## config.mk

```make
export PLATFORM = sky130hd
export DESIGN_NAME = scnm_match
export DESIGN_NICKNAME = d
export VERILOG_FILES = /design/src/rtl/scnm_pkg.sv /design/src/rtl/scnm_match.sv
export SDC_FILE = /design/constraint.sdc
export NUM_CORES = 1
export LEC_CHECK = 0
export BUFFER_PORTS_ARGS = -buffer_cell sky130_fd_sc_hd__buf_2
export CAP_MARGIN = 20
export CORE_MARGIN = 2
export CORE_UTILIZATION = 45
export DETAILED_ROUTE_END_ITERATION = 8
export GPL_ROUTABILITY_DRIVEN = 0
export GPL_TIMING_DRIVEN = 0
export PLACE_DENSITY = 0.89
export SYNTH_ARGS = -nofsm -noshare
export SYNTH_HDL_FRONTEND = slang
export SYNTH_SLANG_ARGS = --single-unit
export TNS_END_PERCENT = 20
```

## constraint.sdc

```tcl
create_clock -name clk -period 8.06 [get_ports clk]
set_input_delay 0.806 -clock clk [delete_from_list [all_inputs] [get_ports clk]]
set_output_delay 0.806 -clock clk [all_outputs]
set_load 0.005 [all_outputs]
```

## src/rtl/scnm_pkg.sv

```systemverilog
// ----------------------------------------------------------------------------
// scnm_pkg
// Shared types and constants for the stream capture and needle match block.
// ----------------------------------------------------------------------------
package scnm_pkg;

	localparam int NEEDLE_MAX  = 16;
	localparam int STORE_DEPTH = 4096;
	localparam int NEEDLE_IW   = $clog2(NEEDLE_MAX);
	localparam int PROG_W      = $clog2(NEEDLE_MAX + 1);
	localparam int STORE_AW    = $clog2(STORE_DEPTH);
	localparam int CAP_W       = 13;
	localparam int CFG_W       = 64;

	localparam logic [31:0] HASH_BASIS = 32'd2166136261;
	localparam logic [31:0] HASH_PRIME = 32'd16777619;
	localparam logic [CAP_W-1:0] CAP_RESET = CAP_W'(STORE_DEPTH);

	typedef enum logic [1:0] {
		CFG_NEEDLE_LOW,
		CFG_NEEDLE_HIGH,
		CFG_NEEDLE_LENGTH,
		CFG_STORE_CAPACITY
	} cfg_idx_t;

	typedef struct packed {
		logic        opcode;
		logic [7:0]  data_byte;
		logic [11:0] read_index;
	} item_t;

	typedef struct packed {
		logic [7:0]  read_data;
		logic        needle_found;
		logic [4:0]  match_progress;
		logic        store_truncated;
		logic [11:0] stored_count;
		logic [63:0] byte_count;
		logic [31:0] store_hash;
	} result_t;

	// one processed step, shared by matcher and store
	typedef struct packed {
		logic                advance;
		logic                feed;
		logic [7:0]          ch;
		logic [STORE_AW-1:0] read_index;
	} step_t;

	typedef struct packed {
		logic [NEEDLE_MAX-1:0][7:0] bytes;
		logic [4:0]                 length;
		logic                       restart;
	} needle_t;

	typedef struct packed {
		logic              found;
		logic [PROG_W-1:0] progress;
	} match_stat_t;

	typedef struct packed {
		logic [7:0]          read_data;
		logic                truncated;
		logic [STORE_AW-1:0] count;
		logic [31:0]         hash;
	} store_stat_t;

endpackage

```

## src/rtl/scnm_match.sv

```systemverilog
// ----------------------------------------------------------------------------
// scnm_match
// Needle matcher with naive restart; holds progress and found flag.
// ----------------------------------------------------------------------------
module scnm_match (
	input  logic                  clk,
	input  logic                  arst_n,
	input  scnm_pkg::step_t       step,
	input  scnm_pkg::needle_t     needle,
	output scnm_pkg::match_stat_t stat
);
	import scnm_pkg::*;

	logic [PROG_W-1:0] progress_q;
	logic              found_q;
	logic [PROG_W-1:0] act_len;
	logic [PROG_W-1:0] p0;
	logic [PROG_W-1:0] p_next;
	logic              found_next;
	logic              active;

	always_comb begin
		act_len = (needle.length > 5'(NEEDLE_MAX)) ? PROG_W'(NEEDLE_MAX)
			: PROG_W'(needle.length);
		active = step.feed && !found_q && (act_len != '0);
		p0 = (progress_q >= act_len) ? '0 : progress_q;
		p_next = progress_q;
		found_next = found_q;
		if (active) begin
			if (step.ch == needle.bytes[p0[NEEDLE_IW-1:0]]) begin
				p_next = p0 + PROG_W'(1);
				found_next = (p_next == act_len);
			end else if (p0 != '0) begin
				p_next = (step.ch == needle.bytes[0]) ? PROG_W'(1) : '0;
			end else begin
				p_next = '0;
			end
		end
	end

	always_ff @(posedge clk or negedge arst_n) begin
		if (!arst_n) begin
			progress_q <= '0;
			found_q <= 1'b0;
		end else if (needle.restart) begin
			progress_q <= '0;
			found_q <= 1'b0;
		end else if (step.advance) begin
			progress_q <= p_next;
			found_q <= found_next;
		end
	end

	assign stat.found = found_q;
	assign stat.progress = progress_q;

endmodule

```

==> out/qor.csv, run 1 <==
stage,metric,value,unit
synthesis,synth_seq_area_share,6.90,%
cts,cts_resized,0,
synthesis,netlist.area_leader.share,14.3,%
critical_path,worstPathRequired,8210,ps
sta,worst_slew_pin_slew,542,ps
global_routing,grt_usage,30.4,%
global_routing,grt_pass1_vias,2794,
sta,max_freq,0.232,GHz
finish,fin_cells,467,
sta,period_share,53.5,%
critical_path,end_kind,register,
floorplan,die_h,73.5,µm
synthesis,synth-seq-cells,6,
synthesis,synth_common_cells,"mux2i_1, xnor2_1, a21oi_1",
flow_run,maxCapViolCount,0,
synthesis,synth_edf_count,0,
floorplan,std_cell_rows,25,
critical_path,slowest_stage,a2111oi_2,
global_routing,antenna_found_initial,0,
synthesis,dominantRegCellSynth,dfrtp_1,
drt,drc_errors,0,
critical_path,start_kind,register,
finish,diodes,0,
cts,cts_tree,built,
power,leakagePower,1.34,nW
synthesis,avgSynthCellArea,8.34,µm²
critical_path,crit_arrival,4460,ps
drt,vias,2864,
floorplan,io_pins,164,
synthesis,synth.net_count,426,
critical_path,crit_path_cell_trace,"buf_6, buf_6, buf_6, buf_6, inv_1, ha_1, nor2b_2, o21ai_4, a21boi_2, nand2_1, a2111oi_2, or3_1, o2111ai_1, nor4_2, nor3b_4, a22o_1",
synthesis,yosysMostFrequentCell,mux2i_1,
floorplan,dieWidth,73.5,µm
sta,slew_headroom,63.8,%
synthesis,ys_warn_count,0,
worst_hold_path,hold_class,input port to asynchronous set/reset pin,
global_routing,grt_start_max_net_pins,11,
sta,setup_viol,0,
place,dp_cells,464,
cts,hold_buffers,0,
synthesis,yosysTopAreaCell,mux2i_1,
sta,slew_viol_final,0,
cts,root_buffer,clkbuf_8,
floorplan,floorplan.initialDensity,46.4,%
finish,drive_above_1_share,47.2,%
finish,fin_nets,580,
critical_path,critPathKind,register to register,
drt,totalWireLength,8240,µm
cts,clkLatencyLatePin,220,ps
sta,hold_violations,0,
drt,via_per_inst,6.13,
cts,numCtsBuffers,3,
global_routing,grt_use_met2,54.3,%
drt,initialDrtViolationCount,187,
critical_path,cpMostUsedCell,buf_6,
floorplan,fp.dieArea,5410,µm²
global_routing,met3_usage,5.35,%
global_routing,gr-max-usage-layer,met2,
drt,ant_nets,0,
sta,rsz0062_at_grt,no,
global_routing,grt_pass1_wl,12700,µm
synthesis,synth_area_leaders,"mux2i_1, mux4_2, xnor2_1, dfrtp_1, a21oi_1",
cts,htreeDepth,1,
synthesis,synth_area,2180,µm²
synthesis,synthArstFlopShare,100,%
drt,first_pass_iters,5,
critical_path,slowest_delay,510,ps
finish,fillCellCount,415,
sta,clock_skew,2.38,ps
cts,cts_max_path_buffers,2,
sta,final.min_clock_period,4310,ps
power,power.density,52.7,nW/µm²
cts,post_cts_buffers,0,
sta,hold_ws,394,ps
critical_path,path_max_fanout,10,
place,dp_hpwl,6800,µm
synthesis,syn_inst,261,
drt,wl_per_cell,17.6,µm
floorplan,core_area,4690,µm²
power,vdd_ir_drop_max,0.0363,mV
cts,path_clk_slew,30,ps
place,io_buffers,149,
global_routing,grtUsageMet1,36.2,%
run_status,status,"finished, final reports clean",
global_routing,overflow,0,
finish,synthToLayoutAreaGrowth,39.3,%
cts,clock_sinks,6,
synthesis,synth_cell_types,62,
sta,fin_setup_tns,0,ps
==> path summary, 6_finish.rpt <==
check,endpoint,depth (start not counted),start,slack (ps)
setup / recovery,progress_q[2],16,progress_q[0],3750
hold / removal,progress_q[2],1,arst_n,390
setup reg to reg,progress_q[2],16,progress_q[0],3750
hold reg to reg,found_q,1,found_q,570
max in group asynchronous,progress_q[3],1,arst_n,7530
min in group clk,found_q,1,found_q,570
==> cell families (layout without fill, tap and decap cells) <==
kind of cell	after synthesis	count (layout)	synth area share, %
buffers and inverters	28	180	7.48
multiplexers	42	42	24.8
AND/OR/NAND/NOR	63	63	15.6
adder cells (fa/ha/maj)	7	7	4.03
XOR/XNOR	23	23	9.26
flip-flops	6	6	6.90
AO/OA/AOI/OAI	92	92	31.9
==> report_power, final <==
group          switching (mW)  internal [mW]
clock network          0.0119         0.0320
registers          0.00000823         0.0303
logic                  0.0374         0.0481
total                  0.0493          0.110
==> sequential cells by signal, summed over array words and instances, names as in the netlist <==
name        flops
progress_q      5
found_q         1
==> critical path: cells and delay by family (launching register included) <==
family | cells | cell delay, ps
compound gates | 5 | 1370
fa+ha+maj | 1 | 320
simple gates | 5 | 1360
buf+inv | 5 | 820
flops | 1 | 350
==> layer usage <==
layer	vias up	routed length (µm)
met5	-	0
met1	1306	3130
met4	0	253
met3	27	858
li1	1322	-
met2	209	4000
==> final cells by class <==
cell class	instances	area (µm²)	share of cell area, %
timing repair buffer	149	746	24.6
sequential	6	150	4.95
inverter	8	30.0	0.991
buffer	20	133	4.38
tap	54	67.6	2.23
clock buffer	3	41.3	1.36
multi-input combinational	227	1860	61.5
==> cells in the final DEF, fill, tap and decap left out, drive strengths merged, types with 5 or more instances in the layout <==
master,netlist,layout
nor2,15,15
xnor2,19,19
a22o,5,5
a21oi,22,22
inv,8,8
dfrtp,6,6
o21ai,10,10
clkbuf,5,8
a31oi,5,5
and2,7,7
buf,15,164
a211oi,7,7
mux4,9,9
mux2i,31,31
nand2,14,14
ha,7,7
o22ai,10,10
==> through the flow <==
stage / power, mW / cell area, µm² / utilization (%) / worst slack (ps)
4_1_cts: 0.160 / 3030 / 64.6 / 3880
3_3_place_gp: 0.112 / 2990 / 63.7 / 3920
5_1_grt: 0.170 / 3030 / 64.6 / 3530
2_1_floorplan: 0.0705 / 2180 / - / 4580
3_5_place_dp: 0.115 / 2990 / 63.7 / 3850
6_report: 0.160 / 3030 / 64.6 / 3750
Note: power is estimated with default switching activity, not from simulation.
==> inputs of run 2 (changes only) <==
--- a/config.mk
+++ b/config.mk
@@ -5,14 +5,15 @@
 export SDC_FILE = /design/constraint.sdc
 export NUM_CORES = 1
 export LEC_CHECK = 0
+export ABC_AREA = 1
 export BUFFER_PORTS_ARGS = -buffer_cell sky130_fd_sc_hd__buf_2
 export CAP_MARGIN = 20
 export CORE_MARGIN = 2
-export CORE_UTILIZATION = 45
+export CORE_UTILIZATION = 43
 export DETAILED_ROUTE_END_ITERATION = 8
 export GPL_ROUTABILITY_DRIVEN = 0
 export GPL_TIMING_DRIVEN = 0
-export PLACE_DENSITY = 0.89
+export PLACE_DENSITY = 0.84
 export SYNTH_ARGS = -nofsm -noshare
 export SYNTH_HDL_FRONTEND = slang
 export SYNTH_SLANG_ARGS = --single-unit
==> constraint.sdc (replaced) <==
create_clock -name clk -period 4.35 [get_ports clk]
set_input_delay 0.435 -clock clk [delete_from_list [all_inputs] [get_ports clk]]
set_output_delay 0.435 -clock clk [all_outputs]
set_load 0.005 [all_outputs]
==> run 2 against run 1 <==
Maximum frequency rose by 9.2%. Die area rose by 10%. Design area is 5.2% higher. Flip-flop and latch count did not move. Largest power group unchanged.
==> out/qor.csv, run 2 <==
stage,metric,value,unit
sta,fin_setup_tns,0,ps
critical_path,critPathKind,register to register,
place,post-place-ws,545,ps
drt,ant_nets,0,
drt,vias,3898,
floorplan,floorplan.initialDensity,44.8,%
sta,slew_viol_final,0,
place,placed_area,3150,µm²
power,combPwrFrac,52.9,%
sta,hold_ws,30.7,ps
sta,clock_skew,1.69,ps
global_routing,overflow,0,
global_routing,grt_usage,32.8,%
power,clkPwrFrac,28.0,%
cts,cts_max_path_buffers,2,
finish,diodes,0,
finish,drive_above_1_share,29.5,%
power,leakagePower,1.90,nW
sta,slew_headroom,59.1,%
power,internal_power,193,µW
synthesis,synth_edf_count,0,
drt,wl_met2,4730,µm
drt,wl_met3,1240,µm
synthesis,synth_seq_area_share,6.51,%
worst_hold_path,hold_class,input port to asynchronous set/reset pin,
finish,layout_commonest_cell,nand2_1,
finish,reg.largest.list,"progress_q: 5 flops, found_q: 1 flops",
synthesis,synth_area,2300,µm²
power,seqPwrFrac,19.0,%
floorplan,io_pins,164,
power,power.density,92.5,nW/µm²
finish,fillCellCount,556,
global_routing,grt_pass1_wl,16100,µm
cts,post_cts_buffers,0,
finish,largest_register_ffs,5,
place,io_buffers,151,
run_status,status,"finished, final reports clean",
cts,hold_buffers,0,
place,dp_hpwl,8030,µm
drt,totalWireLength,10200,µm
floorplan,std_cell_rows,26,
critical_path,crit_arrival,4090,ps
power,power_switching,102,µW
finish,design_area,3190,µm²
global_routing,antenna_found_initial,0,
finish,fin_nets,777,
drt,first_pass_iters,7,
flow_run,maxCapViolCount,0,
critical_path,path_max_fanout,10,
critical_path,worstRegToRegCells,22,
synthesis,synth_cell_types,21,
cts,cts_tree,built,
floorplan,core_area,5140,µm²
synthesis,synth-seq-cells,6,
synthesis,synth_area_leaders,"nand2_1, nand3_1, nand4_1, dfrtp_1, xor2_1",
finish,top_register,progress_q,
global_routing,grt_pass1_vias,3548,
synthesis,syn_inst,456,
sta,fin_ws,405,ps
floorplan,fp.dieArea,5960,µm²
sta,period_share,90.7,%
synthesis,synth_common_cells,"nand2_1, nand3_1, nand4_1",
critical_path,setup.worst_path.start,progress_q[0],
critical_path,end_kind,register,
synthesis,yosysTopAreaCell,nand2_1,
power,design_power_total,295,µW
drt,via_per_inst,5.73,
synthesis,ys_warn_count,0,
critical_path,worstPathRequired,4490,ps
global_routing,grt_start_max_net_pins,11,
synthesis,synth.net_count,621,
cts,htreeDepth,1,
critical_path,r2r_end,progress_q[2],
synthesis,avgSynthCellArea,5.05,µm²
sta,max_freq,0.254,GHz
synthesis,synthArstFlopShare,100,%
sta,hold_violations,0,
sta,final.min_clock_period,3940,ps
critical_path,worstReg2RegStart,progress_q[0],
synthesis,yosysMostFrequentCell,nand2_1,
cts,root_buffer,clkbuf_8,
drt,wl_met1,3940,µm
cts,cts_resized,0,
finish,final_cell_mix,"nand2_1, buf_2, nand3_1, nand4_1, inv_1",
cts,clkLatencyLatePin,220,ps
critical_path,reg2reg_slack,410,ps
finish,fin_cells,680,
drt,initialDrtViolationCount,394,
sta,setup_viol,0,
finish,synthToLayoutAreaGrowth,38.4,%
finish,utilization,62.0,%
place,dp_cells,677,
cts,clock_sinks,6,
power,switching_share,34.7,%
sta,worst_slew_pin_slew,613,ps
drt,dr.max_layer_used,met4,
synthesis,dominantRegCellSynth,dfrtp_1,
cts,path_clk_slew,40,ps
power,vdd_ir_drop_max,0.190,mV
drt,wl_per_cell,15.0,µm
floorplan,dieWidth,77.2,µm
synthesis,netlist.area_leader.share,28.0,%
sta,rsz0062_at_grt,no,
drt,drc_errors,0,
critical_path,start_kind,register,
cts,numCtsBuffers,3,
floorplan,die_h,77.2,µm
## run 2: changes by cell type after synthesis, moves of 16 or more
| cell | change |
|---|---|
| mux2i_1 | -31 |
| nand4_1 | +32 |
| nand3_1 | +121 |
| a21oi_1 | -18 |
| inv_1 | +23 |
| xnor2_1 | -16 |
| nand2_1 | +158 |
## run 2: logic make-up after synthesis
kind of cell | Yosys count | synth area share, %
adder cells (fa/ha/maj) | 7 | 3.80
flip-flops | 6 | 6.51
XOR/XNOR | 16 | 6.08
AND/OR/NAND/NOR | 358 | 70.1
buffers and inverters | 63 | 11.7
AO/OA/AOI/OAI | 6 | 1.79
## run 2: worst max-delay path, stage by stage (launching register included)
cell and delay (ps):
dfrtp_1 460, clkbuf_1 340, clkbuf_1 450, inv_1 100
ha_1 310, inv_1 50, nand2_1 40, nand2_1 260
nand2_2 120, inv_2 80, nand2_2 160, inv_2 220
buf_4 220, nand3_1 140, nand3_1 140, nand2_1 90
nand2_1 60, nand2_1 50, nor2_1 80, nand2_1 70
nor2_1 160, nand2_1 120, o21ai_1 130
## run 2: power by group through the flow
stage	registers [mW]	clock network [mW]	logic, mW
2_1_floorplan	0.0569	0	0.0672
3_5_place_dp	0.0569	0	0.152
3_3_place_gp	0.0569	0	0.149
5_1_grt	0.0561	0.0867	0.172
6_report	0.0562	0.0826	0.156
4_1_cts	0.0562	0.0835	0.153
## run 2: final cells by class
type                    instances  area, µm²  area share [%]
multi-input cells             387       1880            59.1
repair buffers                151        756            23.7
flip-flops and latches          6        150            4.71
plain buffers                  29        143            4.47
inverters                      34        128            4.00
well taps                      70       87.6            2.75
clock buffers                   3       41.3            1.29
## run 2: per-layer routing
| metal | GRT usage (%) | up-vias |
|---|---|---|
| met1 | 41.4 | 1732 |
| met2 | 56.9 | 309 |
| met5 | 0 | - |
| met3 | 5.06 | 27 |
| met4 | 10.5 | 0 |
| li1 | - | 1830 |
## run 2: how the worst max path moves through the flow
stage / depth (start not counted) / end / slack [ps]
after floorplan: 17 / found_q / 1400
after global placement: 20 / progress_q[3] / 640
after detailed placement: 22 / progress_q[2] / 540
after CTS: 22 / progress_q[2] / 530
after global routing: 20 / progress_q[3] / 140
final: 22 / progress_q[2] / 410
==> inputs of run 3 (changes only) <==
--- a/config.mk
+++ b/config.mk
@@ -13,7 +13,7 @@
 export DETAILED_ROUTE_END_ITERATION = 8
 export GPL_ROUTABILITY_DRIVEN = 0
 export GPL_TIMING_DRIVEN = 0
-export PLACE_DENSITY = 0.84
+export PLACE_DENSITY_LB_ADDON = 0.1
 export SYNTH_ARGS = -nofsm -noshare
 export SYNTH_HDL_FRONTEND = slang
 export SYNTH_SLANG_ARGS = --single-unit
==> run 3 against run 2 <==
Power increased by 2.1%. Sequential power about the same. Critical path depth decreased by 3. Core utilization did not move. Die area is the same. Clock skew is 1.8 ps higher. Clock power increased by 11%. Setup slack got worse by 50 ps. Critical path type unchanged.
==> out/qor.csv, run 3 (synthesized netlist as in run 2, its figures left out) <==
stage,metric,value,unit
run_status,status,"finished, final reports clean",
critical_path,crit_buf_inv,5,
sta,setup_viol,0,
place,io_buffers,151,
cts,numCtsBuffers,3,
critical_path,crit_arrival,4140,ps
cts,root_buffer,clkbuf_8,
critical_path,path_max_fanout,10,
floorplan,dieWidth,77.2,µm
critical_path,reg2reg_slack,360,ps
worst_hold_path,hold_class,input port to asynchronous set/reset pin,
drt,totalWireLength,9580,µm
floorplan,die_h,77.2,µm
finish,diodes,0,
power,design_power_total,301,µW
drt,initialDrtViolationCount,297,
critical_path,worstPathRequired,4500,ps
sta,period_share,91.8,%
power,vdd_ir_drop_max,0.0870,mV
critical_path,worstRegToRegCells,19,
global_routing,grt_pass1_vias,3251,
sta,fin_setup_tns,0,ps
cts,cts_max_path_buffers,2,
floorplan,fp.dieArea,5960,µm²
finish,layout_commonest_cell,nand2_1,
finish,synthToLayoutAreaGrowth,38.4,%
drt,drc_errors,0,
floorplan,core_area,5140,µm²
sta,max_freq,0.250,GHz
critical_path,slowest_stage,nor2_2,
finish,largest_register_ffs,5,
sta,worst_slew_pin_slew,588,ps
critical_path,critPathKind,register to register,
sta,clock_skew,3.54,ps
cts,cts_tree,built,
floorplan,io_pins,164,
cts,hold_buffers,0,
critical_path,crit_path_cell_trace,"clkbuf_1, clkbuf_1, inv_1, ha_1, inv_1, nand2_1, nand2_1, nand2_2, nor2_2, inv_2, nand3_1, nand2_1, nand2_1, nand2_1, nor2_1, nand2_1, nor2_1, nand2_1, o21ai_1",
cts,clock_sinks,6,
global_routing,grt_pass1_wl,14800,µm
drt,first_pass_iters,5,
sta,slew_viol_final,0,
sta,rsz0062_at_grt,no,
global_routing,antenna_found_initial,0,
finish,final_cell_mix,"nand2_1, buf_2, nand3_1, nand4_1, inv_1",
global_routing,grt_usage,30.2,%
sta,slew_headroom,60.7,%
critical_path,cpMostUsedCell,nand2_1,
drt,via_per_inst,5.36,
finish,fin_nets,777,
place,dp_hpwl,7520,µm
critical_path,cpLargestDelayFamily,simple AND/OR/NAND/NOR gates,
critical_path,start_kind,register,
drt,vias,3645,
cts,clkLatencyLatePin,230,ps
cts,post_cts_buffers,0,
sta,final.min_clock_period,3990,ps
power,power.density,94.4,nW/µm²
finish,drive_above_1_share,29.5,%
critical_path,end_kind,register,
finish,top_register,progress_q,
global_routing,overflow,0,
critical_path,crit_cells,19,
power,leakagePower,1.90,nW
finish,reg.largest.list,"progress_q: 5 flops, found_q: 1 flops",
cts,path_clk_slew,40,ps
floorplan,floorplan.initialDensity,44.8,%
flow_run,maxCapViolCount,0,
cts,cts_resized,0,
floorplan,std_cell_rows,26,
sta,hold_violations,0,
global_routing,grt_start_max_net_pins,11,
drt,ant_nets,0,
cts,htreeDepth,1,
drt,wl_per_cell,14.1,µm
critical_path,slowest_delay,480,ps
==> run 3: metrics by stage <==
step	setup slack (ps)	instances	util, %	hold WS, ps	area (µm²)
finish	355	680	62.0	26.6	3190
global route	80.2	680	62.0	37.2	3190
floorplan	1400	456	-	139	2300
CTS	404	680	62.0	28.8	3190
global placement	500	677	61.2	264	3150
detailed placement	415	677	61.2	274	3150
==> run 3: power breakdown <==
group | leakage (nW) | total, mW | internal [mW] | switching [mW]
Clock | 0.0216 | 0.0914 | 0.0601 | 0.0312
Sequential | 0.0839 | 0.0561 | 0.0560 | 0.0000112
Combinational | 1.80 | 0.154 | 0.0769 | 0.0768
Total | 1.90 | 0.301 | 0.193 | 0.108
==> run 3: worst reg2reg max path, delay by kind of cell (launching register included) <==
kind,cells,cell delay [ps]
compound gates,1,160
fa+ha+maj,1,300
buf+inv,5,1240
flops,1,410
simple gates,12,1800
==> run 3: path summary, 6_finish.rpt <==
check	start	to
worst max-delay path	progress_q[0]	progress_q[4]
worst min-delay path	arst_n	found_q
worst max register to register	progress_q[0]	progress_q[4]
worst min register to register	found_q	found_q
max in group asynchronous	arst_n	progress_q[0]
min in group clk	needle[0]	found_q
==> run 3: routing by layer <==
metal	wire, µm	part of all wire (%)	vias to the layer above	GRT usage [%]
li1	-	-	1831	-
met1	3950	41	1597	39.3
met2	4580	48	209	52.7
met3	973	10	8	3.41
met4	79	0.82	0	8.04
met5	0	0	-	0
==> run 3: layout make-up <==
type | count | area, µm²
multi-input cells | 387 | 1880
clock buffers | 3 | 41.3
flip-flops and latches | 6 | 150
inverters | 34 | 128
plain buffers | 29 | 143
fillers | 576 | 1950
well taps | 70 | 87.6
repair buffers | 151 | 756
